`src/rtl/signed_binary_to_ascii_decimal_macros.svh`:
```
// assertion macros used by the signed binary to ascii decimal rtl (sbad_ctrl)
// users need i_clk and i_rst_n in scope at the point of use
`ifndef SIGNED_BINARY_TO_ASCII_DECIMAL_MACROS_SVH
`define SIGNED_BINARY_TO_ASCII_DECIMAL_MACROS_SVH

// same-cycle implication, checked outside reset
`define SBAD_ASSERT_IMPL(label, ante, cons) \
    label: assert property (@(posedge i_clk) disable iff (!i_rst_n) \
        (ante) |-> (cons)) else $error("sbad assertion failed");

// next-cycle implication, checked outside reset
`define SBAD_ASSERT_NEXT(label, ante, cons) \
    label: assert property (@(posedge i_clk) disable iff (!i_rst_n) \
        (ante) |=> (cons)) else $error("sbad assertion failed");

`endif

```
`src/rtl/sbad_pkg.sv`:
```
// types and constants for the signed binary to ascii decimal converter
// no dependencies
package sbad_pkg;

    localparam int DATA_W   = 32;
    localparam int DIGITS   = 10;
    localparam int BCD_W    = 4 * DIGITS;
    localparam int CHAR_W   = 6;
    localparam int CNT_W    = 5;
    localparam logic [CNT_W-1:0] CNT_LAST = 5'd31;
    localparam logic [1:0] ASCII_DIGIT_HI = 2'b11;

    typedef enum logic [1:0] {
        ST_IDLE,
        ST_CONV,
        ST_DONE
    } t_state;

    typedef struct packed {
        logic load;
        logic step;
    } t_dab_ctrl;

endpackage

```
`src/rtl/sbad_dabble.sv`:
```
// shared shift-and-add-3 unit: one bcd adjust and shift per step
// depends on sbad_pkg
module sbad_dabble import sbad_pkg::*; (
    input  logic                    i_clk,
    input  t_dab_ctrl               i_ctrl,
    input  logic signed [DATA_W-1:0] i_value,
    output logic                    o_neg,
    output logic [BCD_W-1:0]        o_bcd
);

    logic [DATA_W-1:0] r_bin, n_bin;
    logic [BCD_W-1:0]  r_bcd, n_bcd;
    logic              r_neg, n_neg;
    logic [BCD_W-1:0]  adj;
    logic [DATA_W-1:0] mag;

    always_comb begin
        mag = i_value[DATA_W-1] ? (~$unsigned(i_value) + {{(DATA_W-1){1'b0}}, 1'b1})
                                : $unsigned(i_value);
        for (int i = 0; i < DIGITS; i++) begin
            if (r_bcd[4*i +: 4] > 4'd4) begin
                adj[4*i +: 4] = r_bcd[4*i +: 4] + 4'd3;
            end else begin
                adj[4*i +: 4] = r_bcd[4*i +: 4];
            end
        end
        n_bin = r_bin;
        n_bcd = r_bcd;
        n_neg = r_neg;
        if (i_ctrl.load) begin
            n_bin = mag;
            n_bcd = '0;
            n_neg = i_value[DATA_W-1];
        end else if (i_ctrl.step) begin
            n_bin = {r_bin[DATA_W-2:0], 1'b0};
            n_bcd = {adj[BCD_W-2:0], r_bin[DATA_W-1]};
        end
    end

    always_ff @(posedge i_clk) begin
        r_bin <= n_bin;
        r_bcd <= n_bcd;
        r_neg <= n_neg;
    end

    assign o_neg = r_neg;
    assign o_bcd = r_bcd;

endmodule

```
`src/rtl/sbad_ctrl.sv`:
```
// sequencer: load, 32 shift steps, hand-off to the output register
// depends on sbad_pkg and the macros header
`include "signed_binary_to_ascii_decimal_macros.svh"
module sbad_ctrl import sbad_pkg::*; (
    input  logic      i_clk,
    input  logic      i_rst_n,
    input  logic      i_valid,
    input  logic      i_out_free,
    output logic      o_stall,
    output logic      o_done,
    output t_dab_ctrl o_ctrl
);

    t_state           r_state, n_state;
    logic [CNT_W-1:0] r_cnt, n_cnt;

    always_ff @(posedge i_clk) begin
        if (!i_rst_n) begin
            r_state <= ST_IDLE;
            r_cnt   <= '0;
        end else begin
            r_state <= n_state;
            r_cnt   <= n_cnt;
        end
    end

    always_comb begin
        n_state     = r_state;
        n_cnt       = r_cnt;
        o_stall     = 1'b1;
        o_done      = 1'b0;
        o_ctrl.load = 1'b0;
        o_ctrl.step = 1'b0;
        unique case (r_state)
            ST_IDLE: begin
                o_stall = 1'b0;
                if (i_valid) begin
                    o_ctrl.load = 1'b1;
                    n_cnt       = '0;
                    n_state     = ST_CONV;
                end
            end
            ST_CONV: begin
                o_ctrl.step = 1'b1;
                if (r_cnt == CNT_LAST) begin
                    n_state = ST_DONE;
                end else begin
                    n_cnt = r_cnt + 1'b1;
                end
            end
            ST_DONE: begin
                if (i_out_free) begin
                    o_done  = 1'b1;
                    n_state = ST_IDLE;
                end
            end
            default: begin
                n_state = ST_IDLE;
            end
        endcase
    end

    `SBAD_ASSERT_NEXT(a_accept_starts, i_valid && !o_stall, r_state == ST_CONV && r_cnt == '0)
    `SBAD_ASSERT_NEXT(a_last_step_done, r_state == ST_CONV && r_cnt == CNT_LAST, r_state == ST_DONE)
    `SBAD_ASSERT_IMPL(a_done_only_free, o_done, i_out_free && r_state == ST_DONE)
    `SBAD_ASSERT_NEXT(a_done_to_idle, o_done, r_state == ST_IDLE && !o_stall)

endmodule

```
`src/rtl/signed_binary_to_ascii_decimal.sv`:
```
// Converts one signed 32-bit integer per transaction into a sign flag and ten
// ascii decimal digits of its magnitude, leading zeros shown as '0'; the most
// negative input gives sign 1 and digits 2147483648. A transaction runs from
// accept to the next possible accept: one load, the steps of the shared
// shift-and-add-3 unit (one input bit each), and a move of the result into
// the output register. The output register holds a result
// while o_valid waits on i_stall, so the next input is taken meanwhile; a
// second finished result waits in the converter until the register frees.
// depends on sbad_pkg, sbad_ctrl, sbad_dabble and the macros header
module signed_binary_to_ascii_decimal import sbad_pkg::*; (
    input  logic                     i_clk,
    input  logic                     i_rst_n,
    input  logic                     i_valid,
    output logic                     o_stall,
    input  logic signed [DATA_W-1:0] i_value,
    output logic                     o_valid,
    input  logic                     i_stall,
    output logic                     o_is_negative,
    output logic [CHAR_W-1:0]        o_digit_ones,
    output logic [CHAR_W-1:0]        o_digit_tens,
    output logic [CHAR_W-1:0]        o_digit_hundreds,
    output logic [CHAR_W-1:0]        o_digit_thousands,
    output logic [CHAR_W-1:0]        o_digit_ten_thousands,
    output logic [CHAR_W-1:0]        o_digit_hundred_thousands,
    output logic [CHAR_W-1:0]        o_digit_millions,
    output logic [CHAR_W-1:0]        o_digit_ten_millions,
    output logic [CHAR_W-1:0]        o_digit_hundred_millions,
    output logic [CHAR_W-1:0]        o_digit_billions
);

    t_dab_ctrl        dab_ctrl;
    logic             done;
    logic             out_free;
    logic             dab_neg;
    logic [BCD_W-1:0] dab_bcd;
    logic             r_out_valid;
    logic             r_neg;
    logic [BCD_W-1:0] r_bcd;

    assign out_free = !r_out_valid || !i_stall;

    sbad_ctrl u_ctrl (
        .i_clk      (i_clk),
        .i_rst_n    (i_rst_n),
        .i_valid    (i_valid),
        .i_out_free (out_free),
        .o_stall    (o_stall),
        .o_done     (done),
        .o_ctrl     (dab_ctrl)
    );

    sbad_dabble u_dabble (
        .i_clk   (i_clk),
        .i_ctrl  (dab_ctrl),
        .i_value (i_value),
        .o_neg   (dab_neg),
        .o_bcd   (dab_bcd)
    );

    always_ff @(posedge i_clk) begin
        if (!i_rst_n) begin
            r_out_valid <= 1'b0;
        end else if (done) begin
            r_out_valid <= 1'b1;
        end else if (!i_stall) begin
            r_out_valid <= 1'b0;
        end
    end

    always_ff @(posedge i_clk) begin
        if (done) begin
            r_neg <= dab_neg;
            r_bcd <= dab_bcd;
        end
    end

    assign o_valid                   = r_out_valid;
    assign o_is_negative             = r_neg;
    assign o_digit_ones              = {ASCII_DIGIT_HI, r_bcd[3:0]};
    assign o_digit_tens              = {ASCII_DIGIT_HI, r_bcd[7:4]};
    assign o_digit_hundreds          = {ASCII_DIGIT_HI, r_bcd[11:8]};
    assign o_digit_thousands         = {ASCII_DIGIT_HI, r_bcd[15:12]};
    assign o_digit_ten_thousands     = {ASCII_DIGIT_HI, r_bcd[19:16]};
    assign o_digit_hundred_thousands = {ASCII_DIGIT_HI, r_bcd[23:20]};
    assign o_digit_millions          = {ASCII_DIGIT_HI, r_bcd[27:24]};
    assign o_digit_ten_millions      = {ASCII_DIGIT_HI, r_bcd[31:28]};
    assign o_digit_hundred_millions  = {ASCII_DIGIT_HI, r_bcd[35:32]};
    assign o_digit_billions          = {ASCII_DIGIT_HI, r_bcd[39:36]};

endmodule

```
`config.mk`:
```
export PLATFORM = sky130hd
export DESIGN_NAME = signed_binary_to_ascii_decimal
export DESIGN_NICKNAME = d
export VERILOG_FILES = /design/src/rtl/sbad_pkg.sv /design/src/rtl/sbad_dabble.sv /design/src/rtl/sbad_ctrl.sv /design/src/rtl/signed_binary_to_ascii_decimal.sv
export VERILOG_INCLUDE_DIRS = /design/src /design/src/rtl
export SDC_FILE = /design/constraint.sdc
export NUM_CORES = 1
export LEC_CHECK = 0
export ABC_CLOCK_PERIOD_IN_PS = 4000
export BUFFER_PORTS_ARGS = -buffer_cell sky130_fd_sc_hd__clkbuf_2
export CAP_MARGIN = 20
export CORE_MARGIN = 2
export CORE_UTILIZATION = 45
export CTS_CLUSTER_SIZE = 28
export DETAILED_ROUTE_END_ITERATION = 8
export GPL_TIMING_DRIVEN = 0
export PLACE_DENSITY = 0.66
export SLEW_MARGIN = 20
export SYNTH_ARGS = -nofsm -noshare
export SYNTH_HDL_FRONTEND = slang
export SYNTH_SLANG_ARGS = --single-unit
```
`constraint.sdc`:
```
create_clock -name i_clk -period 4 [get_ports i_clk]
set_clock_uncertainty 0.05 [all_clocks]
set_input_delay 0.4 -clock i_clk [delete_from_list [all_inputs] [get_ports i_clk]]
set_output_delay 0.4 -clock i_clk [all_outputs]
set_load 0.02 [all_outputs]
```
==> summary.md, run 1 <==
| Metric | Value |
|---|---|
| Post-synth EDFFs | 74 |
| Final Core Density | 55.81% |
| 1st-iter DRT viols | 265 |
| GRT Util Overall | 17.74% |
| Drt wl/cell | 13.43 µm |
| CTS resizes | 0 |
| Vias in the first global route | 4306 |
| Total Routed Length | 11.86 mm |
| CP startpoint kind | input pin |
| Remaining DRCs | 0 |
| Post-route cell area | 0.007303 mm² |
| Gpl congestion | 0.8522 |
| FP Rows | 42 |
| Outcome | finished, final reports clean |
| Buffers on Ports | 78 |
| Register area share after synthesis | 53.52% |
| Top-Level Pins | 99 |
| Max cap viols | 0 |
| M1 GR Usage | 22.01% |
| Die footprint | 0.01415 mm² |
| CTS tree | done |
| Num CTS Buffers | 17 |
| Bufs on Longest Clock Path | 2 |
| Setup WS pre-CTS | 1390 ps |
| Leakage | 0.002884 µW |
| Share of flip-flops with an asynchronous set or reset | 0% |
| Worst-path maximum fanout | 9 |
| Post-Synthesis Cell Area | 0.005947 mm² |
| Worst Path Arrival | 2250 ps |
| Setup violators final | 0 |
| Final Hold Fails | 0 |
| YS warnings | 0 |
| Via count | 4441 |
| Crit. Startpoint | i_value[0] |
| Syn avg cell area | 10.31 µm² |
| Placement Cell Area | 0.006668 mm² |
| R2R depth | 5 |
| Die H | 119.0 µm |
| Min cycle time layout | 2167 ps |
| Yosys reg bits | 122 |
| # hold bufs at CTS | 0 |
| Initial core utilization | 45.45% |
| Initial DRT Pass Iterations | 4 |
| Die X | 119.0 µm |
| Initial antenna violation count | 0 |
| CP endpoint kind | register |
| Worst min path class | input pin to register |
| Largest net degree at the start of global routing | 42 |
| Tcrit/Tclk final | 54.16% |
| Critical path type | input pin to register |
| Synthesis-to-finish area growth | 22.81% |
| Cell Pwr Density | 558.6 mW/mm² |
| Global-route wire length before repair | 20.14 mm |
| Core area | 0.01309 mm² |
| Remaining Overflow, GRT | 0 |
| Most Crowded Layer GR | met2 |
| Synthesized instance count | 577 |
| Vias per inst | 5.029 |
| CP Data Required Time | 4080 ps |
| Num Clock Sinks | 122 |
| Post-CTS setup buffers | 0 |
| Inserted Diodes | 0 |
| Nets | 753 |
| Max Clk Rate | 0.4616 GHz |
| Hold path depth | 1 |
| Setup ws final | 1833 ps |
| Yosys cell types | 44 |
| Hold Crit Start | i_value[31] |
| Number of nets with antenna violations after routing | 0 |
| Slew Limit Fails | 0 |
| Max transition margin | 40.89% |
| Clock transition at path regs | 50 ps |
| Setup TNS | 0 ps |
| Met2 usage | 29.38% |
| Hold_ws | 200.8 ps |
| Met3 usage | 4.358% |
| Worst r2r src | u_ctrl.r_state[1]$_SDFFE_PN0P_ |
| RSZ-0062 raised after global routing | false |
| Maximum VDD drop | 0.3432 mV |
| H-tree Lvls | 4 |
| CTS root buffer | clkbuf_16 |
| Ys flop type | edfxtp_1 |
| Clock Latency Late Sink | 400 ps |
| DPL Wire Length | 8.625 mm |
| Share of cells above drive strength 1 | 20.79% |
| Slew @ Worst Pin | 885.4 ps |
## Yosys cell counts (2+ instances only)
| library cell | number | area (µm²) |
|---|---|---|
| o21ai_0 | 76 | 380.4 |
| edfxtp_1 | 74 | 2222 |
| dfxtp_1 | 48 | 960.9 |
| inv_1 | 44 | 165.2 |
| nand2_1 | 42 | 157.7 |
| nor2_1 | 35 | 131.4 |
| a21oi_1 | 34 | 170.2 |
| nand3_1 | 32 | 160.2 |
| xor2_1 | 30 | 262.8 |
| ha_1 | 23 | 287.8 |
| buf_4 | 20 | 150.1 |
| xnor2_1 | 12 | 105.1 |
| clkbuf_1 | 11 | 41.29 |
| o31ai_1 | 11 | 82.58 |
| nor3_1 | 10 | 50.05 |
| o22ai_1 | 10 | 62.56 |
| o31a_1 | 9 | 78.83 |
| o21ai_1 | 8 | 40.04 |
| buf_1 | 6 | 22.52 |
| o41ai_2 | 5 | 81.33 |
| nor2b_1 | 4 | 25.02 |
| nor4_2 | 3 | 37.54 |
| a22oi_1 | 2 | 15.01 |
| inv_2 | 2 | 7.510 |
| nand2b_1 | 2 | 12.51 |
| nand4_2 | 2 | 25.02 |
| nor4_4 | 2 | 42.54 |
| o41ai_1 | 2 | 17.52 |
| or2_2 | 2 | 12.51 |
| or3_1 | 2 | 12.51 |
## kinds of logic after synthesis
kind of cell	Yosys count	share of synthesized area, %
other	1	0.06306
flip-flops	122	53.52
AO/OA/AOI/OAI	158	15.74
buffers and inverters	85	6.922
AND/OR/NAND/NOR	145	12.56
adder cells (fa/ha/maj)	23	4.839
XOR/XNOR	42	6.186
multiplexers	1	0.1683
## metrics by stage
step | power [µW] | cells
5_1_grt | 4311 | 883
6_report | 4079 | 883
2_1_floorplan | 2243 | 596
3_5_place_dp | 2457 | 851
3_3_place_gp | 2395 | 850
4_1_cts | 4105 | 883
## final timing paths
check	endpoint	slack (ps)
setup / recovery	u_dabble.r_bin[28]$_DFFE_PP_	1830
hold reg to reg	o_is_negative$_DFFE_PP_	400
hold / removal	u_dabble.o_neg$_DFFE_PP_	200
setup reg to reg	u_dabble.r_bin[25]$_DFFE_PP_	1880
## power by group
part	leakage, µW	switching, µW	internal [µW]
Clock	0.000310	505	1130
Combinational	0.00147	428	301
Sequential	0.00110	169	1540
## per-layer routing
layer  routed length [µm]  vias up
li1                     -     2246
met1                 5474     2071
met2                 5722      106
met3                  453       18
met4                  212        0
met5                    0        -
## cells in the final DEF (no fill, tap or decap), types with 2 or more instances in the layout
master     Yosys  final
clkbuf_2       0     78
o21ai_0       76     76
edfxtp_1      74     74
dfxtp_1       48     48
inv_1         44     44
nand2_1       42     42
nor2_1        35     35
a21oi_1       34     33
nand3_1       32     32
xor2_1        30     30
ha_1          23     23
buf_4         20     20
conb_1         1     20
clkbuf_16      0     17
clkbuf_1      11     15
xnor2_1       12     12
o31ai_1       11     11
nor3_1        10     10
o22ai_1       10     10
o31a_1         9      9
o21ai_1        8      8
buf_1          6      6
o41ai_2        5      5
bufinv_16      0      5
nor2b_1        4      4
clkbuf_8       1      3
nor4_2         3      3
nand2b_1       2      2
inv_2          2      2
nand4_2        2      2
or2_2          2      2
nor4_4         2      2
or3_1          2      2
o41ai_1        2      2
a22oi_1        2      2
clkinv_1       0      2
clkinv_2       0      2
## critical path, cell delays in order
cell and delay, ps:
clkbuf_2 120, inv_1 100, ha_1 190, nor3b_1 470, nand4_2 350, o31ai_1 350
xor2_1 170, o21ai_0 90
## state kept, by name, summed over array words and instances, names as in the netlist
signal / count
o_is_negative: 1
o_valid: 1
r_bcd: 40
u_ctrl.r_cnt: 5
u_ctrl.r_state: 2
u_dabble.o_bcd: 40
u_dabble.o_neg: 1
u_dabble.r_bin: 32
## area by class of cell
| class | count | area, µm² |
|---|---|---|
| plain buffers | 39 | 239.0 |
| fillers | 1127 | 5782 |
| clock inverters | 9 | 167.7 |
| clock buffers | 23 | 467.9 |
| repair buffers | 79 | 417.9 |
| multi-input cells | 389 | 2435 |
| well taps | 176 | 220.2 |
| flip-flops and latches | 122 | 3183 |
| inverters | 46 | 172.7 |
No activity file was read; power rests on OpenSTA's default activity.
==> run 2, diff against run 1 <==
Settings changed: ABC_AREA from default to 1, ABC_CLOCK_PERIOD_IN_PS 4000 to 2050.
Clock period 4 ns to 2.05 ns, I/O delays scaled along.
==> run 2 against run 1 <==
Against the previous run: clock power up 74%; combinational power grew 14%; sequential power rose by 70%; die area grew 4.0%; via count is 14% higher; synthesized cell count rose by 23%; clock-buffer cell count shrank 3; highest routed layer unchanged; largest cell class unchanged; cell count rose by 15%; non-clock buffer count increased by 1; routed wire length rose by 14%; total power grew 61%.
==> summary.md, run 2 <==
| Metric | Value |
|---|---|
| Setup ws final | 295.1 ps (-1538 ps) |
| Die X | 121.3 µm (+2.0%) |
| Die footprint | 0.01471 mm² (+4.0%) |
| FP Rows | 42 (unchanged) |
| Outcome | finished, final reports clean |
| Syn avg cell area | 8.746 µm² (-15%) |
| Register area share after synthesis | 51.40% (-2.1 points) |
| Inserted Diodes | 0 (unchanged) |
| Nets | 886 (+18%) |
| CTS root buffer | clkbuf_16 |
| Top-count cell post-synth | nand2_1 |
| 1st-iter DRT viols | 417 (+57%) |
| Combinational share of power | 12.7% (-5.2 points) |
| Setup violators final | 0 (unchanged) |
| Tcrit/Tclk final | 85.61% |
| CP startpoint kind | register |
| Cell Pwr Density | 877.8 mW/mm² (+57%) |
| CP delay by family, top | buffers and inverters |
| Initial core utilization | 46.39% (+0.94 points) |
| Commonest non-fill, non-tap cell in the layout | nand2_1 |
| Critical path type | register to register |
| Yosys cell types | 38 (-14%) |
| Top post-synthesis cells by area | edfxtp_1 (36%), dfxtp_1 (16%), nand2_1 (8.1%), ha_1 (4.6%), nand3_1 (4.5%) |
| Crit-path cells | inv_2, nand3_2, nand2_1, buf_4 |
| Worst Path Arrival | 1750 ps (-500 ps) |
| Min cycle time layout | 1755 ps |
| Leakage | 0.003096 µW (+7.3%) |
| Final Hold Fails | 0 (unchanged) |
| Clock Power Share | 43.3% (+3.2 points) |
| Num CTS Buffers | 17 (unchanged) |
| Yosys reg bits | 122 (unchanged) |
| Worst-path maximum fanout | 41 (+32) |
| Core area | 0.01335 mm² (+2.0%) |
| Post-Synthesis Cell Area | 0.006192 mm² (+4.1%) |
| Bufs on Longest Clock Path | 2 (unchanged) |
| Slowest-stage cell, CP | buf_4 |
| Setup TNS | 0 ps (unchanged) |
| Final Core Density | 56.15% (+0.34 points) |
| Sequential share of power | 44.0% (+2.0 points) |
| Global-route wire length before repair | 22.58 mm (+12%) |
| Number of nets with antenna violations after routing | 0 (unchanged) |
| Remaining DRCs | 0 (unchanged) |
| Post-synth top cells | nand2_1 (134), edfxtp_1 (74), nor2_1 (73), inv_1 (70), nand3_1 (56) |
| Remaining Overflow, GRT | 0 (unchanged) |
| Via count | 5067 (+14%) |
| Num Clock Sinks | 122 (unchanged) |
| Setup WS pre-CTS | -35.57 ps (-1426 ps) |
| Synthesis-to-finish area growth | 21.03% |
| Max transition margin | 60.11% (+19 points) |
| CTS tree | done |
| Maximum VDD drop | 0.5264 mV (+53%) |
| Cell taking the most area after synthesis | edfxtp_1 |
| Synthesized instance count | 708 (+23%) |
| Max cap viols | 0 (unchanged) |
| Gpl congestion | 0.8777 (+3.0%) |
| Initial DRT Pass Iterations | 5 (+1) |
| Max Clk Rate | 0.5698 GHz |
| Synth top area share | 35.89% (-1.5 points) |
| Vias per inst | 4.987 (-0.84%) |
| Most frequent cells in the layout | nand2_1 (134), clkbuf_2 (78), edfxtp_1 (74) |
| Top-Level Pins | 99 (unchanged) |
| Buffers on Ports | 78 (unchanged) |
| Die H | 121.3 µm (+2.0%) |
| YS warnings | 0 (unchanged) |
| Total Routed Length | 13.56 mm (+14%) |
| Ys flop type | edfxtp_1 |
| Share of flip-flops with an asynchronous set or reset | 0% (unchanged) |
| NetSw | 1681 µW (+53%) |
| Post-synth EDFFs | 74 (unchanged) |
| Slew Limit Fails | 0 (unchanged) |
| Clock transition at path regs | 50 ps (about the same) |
| Switching part of the total | 25.55% (-1.5 points) |
| GRT Util Overall | 19.72% (+2.0 points) |
| Drt wl/cell | 13.34 µm (-0.67%) |
| Slew @ Worst Pin | 598.4 ps (-286.9 ps) |
| H-tree Lvls | 4 (unchanged) |
| CP bufs+invs | 2 (unchanged) |
| DPL Wire Length | 9.976 mm (+16%) |
| RSZ-0062 raised after global routing | false |
| Vias in the first global route | 4816 (+12%) |
| Internal power | 4898 µW (+65%) |
| Clock Latency Late Sink | 410 ps (about the same) |
| CP endpoint kind | register |
| CP Data Required Time | 2050 ps (-2030 ps) |
| Largest net degree at the start of global routing | 42 (unchanged) |
| Hold_ws | 54.92 ps (-145.9 ps) |
| Max incr delay on CP | 500 ps (+30 ps) |
| Worst min path class | input pin to register |
| Share of cells above drive strength 1 | 21.31% (+0.52 points) |
| Design Power | 6579 µW (+61%) |
| Initial antenna violation count | 0 (unchanged) |
## run 2: final timing paths
kind | slack (ps) | from | cells past startpoint | end
worst min-delay path | 50 | i_rst_n | 3 | u_ctrl.r_state[0]$_SDFFE_PN0P_
worst min register to register | 370 | u_dabble.o_neg$_DFFE_PP_ | 0 | o_is_negative$_DFFE_PP_
worst max register to register | 300 | u_ctrl.r_state[0]$_SDFFE_PN0P_ | 4 | u_dabble.r_bin[2]$_DFFE_PP_
worst max-delay path | 300 | u_ctrl.r_state[0]$_SDFFE_PN0P_ | 4 | u_dabble.r_bin[2]$_DFFE_PP_
## run 2: cell type report
cell class / count / area [µm²]
Fill cell: 1193 / 5853
Sequential cell: 122 / 3183
Multi-Input combinational cell: 487 / 2535
Clock buffer: 20 / 446.7
Timing Repair Buffer: 81 / 430.4
Inverter: 80 / 300.3
Buffer: 38 / 255.2
Tap cell: 176 / 220.2
Clock inverter: 12 / 123.9
## run 2: timing repair
action | 4_1_cts | 5_1_grt
buffers inserted | 0 | 0
hold buffers | 2 | 0
endpoints found under the setup margin | 32 | 0
gates resized for setup | 1 | 0
endpoints found under the hold margin | 2 | 0
## run 2: per-layer routing
| metal | GRT usage (%) | wire length [µm] |
|---|---|---|
| met1 | 25.28 | 6233 |
| met2 | 31.74 | 6145 |
| met3 | 4.746 | 963 |
| met4 | 8.693 | 215 |
| met5 | 0 | 0 |
## run 2: stage by stage
step           area [µm²]  std cells
2_1_floorplan        6271        727
3_3_place_gp         6882        981
4_1_cts              7475       1015
5_1_grt              7495       1016
6_report             7495       1016
3_5_place_dp         6882        981
## run 2: logic make-up (layout without fill, tap and decap cells)
kind of cell	Yosys count	in the layout	synth area share [%]
other	1	20	0.06056
DFF	122	122	51.40
xor gates and xnor gates	17	17	2.404
buffers and inverters	118	231	8.931
AOI/OAI and AO/OA	125	125	11.01
and+or+nand+nor	302	302	21.54
adders and majority gates	23	23	4.647
## run 2: tightest hold or removal path: stages
cell	delay, ps
clkbuf_2	90
inv_1	80
nor2_1	100
## run 2: power groups by stage
stage,registers [µW],clock network (µW),logic (µW)
finish,2900,2850,833
detailed placement,2950,0,825
floorplan,2960,0,539
global placement,2940,0,809
CTS,2900,2890,833
global route,2910,3000,932
==> run 3, diff against run 2 <==
Settings changed: ABC_CLOCK_PERIOD_IN_PS 2050 to 1600, PLACE_DENSITY 0.66 to default, PLACE_DENSITY_LB_ADDON from default to 0.2.
Clock period 2.05 ns to 1.6 ns, I/O delays scaled along.
==> run 3 against run 2 <==
Against the previous run: clock-buffer cell count is the same; worst hold slack gained 36 ps; register-to-register slack lost 270 ps; critical path depth grew 4; non-clock buffer count grew 2; global-route usage grew 0.72 points; flip-flop and latch count is the same; die area is the same; clock power grew 39%; largest power group is now the clock network.
==> summary.md, run 3 (same netlist as run 2, synthesis figures left out) <==
| Metric | Value |
|---|---|
| Worst-path maximum fanout | 6 (-85%) |
| Die footprint | 0.01471 mm² (unchanged) |
| Synthesis-to-finish area growth | 23.22% |
| FF+latch area | 0.003186 mm² (about the same) |
| Min cycle time layout | 1572 ps (-182.8 ps) |
| Share of cells above drive strength 1 | 22.99% (+1.7 points) |
| Top-Level Pins | 99 (unchanged) |
| Final-layout fill cell count | 1214 (+1.8%) |
| Vias per inst | 5.061 (+1.5%) |
| Vias in the first global route | 4901 (+1.8%) |
| DPL Wire Length | 10.27 mm (+2.9%) |
| Initial DRT Pass Iterations | 5 (unchanged) |
| Gpl congestion | 0.8885 (+1.2%) |
| Most frequent cells in the layout | nand2_1 (133), clkbuf_2 (80), edfxtp_1 (74) |
| Die H | 121.3 µm (unchanged) |
| Num CTS Buffers | 17 (unchanged) |
| CTS root buffer | clkbuf_16 |
| Critical path type | register to register |
| Buffers on Ports | 78 (unchanged) |
| Initial core utilization | 46.39% (unchanged) |
| Remaining DRCs | 0 (unchanged) |
| Slew Limit Fails | 0 (unchanged) |
| H-tree Lvls | 4 (unchanged) |
| Remaining Overflow, GRT | 0 (unchanged) |
| FP Rows | 42 (unchanged) |
| Tcrit/Tclk final | 98.25% (+13 points) |
| Setup TNS | 0 ps (unchanged) |
| Drt wl/cell | 14.25 µm (+6.8%) |
| Bufs on Longest Clock Path | 2 (unchanged) |
| CP delay by family, top | adder cells |
| Number of nets with antenna violations after routing | 0 (unchanged) |
| Worst Path Arrival | 1870 ps (+120 ps) |
| CP bufs+invs | 2 (unchanged) |
| Max transition margin | 61.09% (+0.99 points) |
| Clock transition at path regs | 50 ps (about the same) |
| Inserted Diodes | 0 (unchanged) |
| Clock Latency Late Sink | 410 ps (about the same) |
| Die X | 121.3 µm (unchanged) |
| Multi-input gate area | 0.002594 mm² (+2.3%) |
| CP endpoint kind | register |
| CP startpoint kind | register |
| Setup WS pre-CTS | -249.7 ps (-214.2 ps) |
| Slowest-stage cell, CP | dfxtp_1 |
| Commonest non-fill, non-tap cell in the layout | nand2_1 |
| Initial antenna violation count | 0 (unchanged) |
| Cell Pwr Density | 1152 mW/mm² (+31%) |
| Max cap viols | 0 (unchanged) |
| RSZ-0062 raised after global routing | true |
| Max incr delay on CP | 330 ps (-170 ps) |
| Nets | 890 (+0.45%) |
| Largest net degree at the start of global routing | 42 (unchanged) |
| Total Routed Length | 14.54 mm (+7.2%) |
| Max Clk Rate | 0.6361 GHz (+12%) |
| Setup ws final | 27.92 ps (-267.2 ps) |
| Number of cells on the critical path | 8 (+4) |
| Via count | 5162 (+1.9%) |
| Num Clock Sinks | 122 (unchanged) |
| Final Hold Fails | 0 (unchanged) |
| Maximum VDD drop | 0.6783 mV (+29%) |
| Setup violators final | 0 (unchanged) |
| Crit-path cells | ha_2, inv_2, nor3_2, ha_2, o21ai_4, inv_2, or2_1, a21oi_2 |
| GRT Util Overall | 20.44% (+0.72 points) |
| 1st-iter DRT viols | 347 (-17%) |
| CP Data Required Time | 1890 ps (-160 ps) |
| Core area | 0.01335 mm² (unchanged) |
| Global-route wire length before repair | 23.07 mm (+2.2%) |
| R2R depth | 8 (+4) |
| Hold path depth | 3 (unchanged) |
| Hold_ws | 91.24 ps (+36.32 ps) |
| Worst min path class | input pin to register |
| Slew @ Worst Pin | 583.6 ps (-14.79 ps) |
| Leakage | 0.003142 µW (+1.5%) |
| CTS tree | done |
| Outcome | finished, final reports clean |
## run 3: changes by cell type in the layout (fill, tap and decap cells not counted), sizes merged
cell,before,now
dlygate4sd3,2,3
nor2,81,83
buf,36,37
inv,80,79
clkinvlp,3,1
bufinv,2,4
clkinv,7,8
## run 3: what timing repair did
item	in CTS	in global routing
pin swaps	2	6
hold endpoints to repair	5	0
cloned	1	1
setup endpoints to repair	86	72
hold buffers	3	0
resized for setup	8	11
buffers inserted	0	2
## run 3: cell type report
cell class | instances | area share [%]
tap | 176 | 2.886
inverter | 80 | 3.936
buffer | 38 | 3.608
timing repair buffer | 83 | 5.707
clock buffer | 20 | 5.854
sequential | 122 | 41.75
clock inverter | 12 | 2.263
multi-input combinational | 489 | 33.99
## run 3: metal layers
layer,global-route usage [%],part of all wire [%]
met1,26.18,47
met2,32.72,46
met3,5.686,5.5
met4,8.261,1.7
met5,0,0
## run 3: tightest hold or removal path: cells and delay by family
family,cells,cell delay [ps]
buffers and inverters,1,100
XOR/XNOR,1,70
AO/OA/AOI/OAI,1,100
## run 3: power by group
| part | switching [µW] | internal, µW |
|---|---|---|
| Combinational | 760 | 360 |
| Sequential | 84.7 | 3620 |
| Clock | 1330 | 2640 |
| Total | 2170 | 6620 |
## run 3: final timing paths
kind / startpoint / end / slack [ps]
setup reg to reg: u_ctrl.r_cnt[0]$_SDFFE_PN0P_ / u_ctrl.r_cnt[0]$_SDFFE_PN0P_ / 30
setup / recovery: u_ctrl.r_cnt[0]$_SDFFE_PN0P_ / u_ctrl.r_cnt[0]$_SDFFE_PN0P_ / 30
hold / removal: i_value[3] / u_dabble.r_bin[3]$_DFFE_PP_ / 90
hold reg to reg: u_dabble.o_neg$_DFFE_PP_ / o_is_negative$_DFFE_PP_ / 370
## run 3: through the flow
stage	utilization (%)	instances	instance area (µm²)	power (µW)
after floorplan	-	727	6276	4484
after global placement	51.59	981	6887	4808
after detailed placement	51.59	981	6887	4836
after CTS	56.69	1017	7567	8841
after global routing	57.16	1020	7630	9167
final	57.16	1020	7630	8792
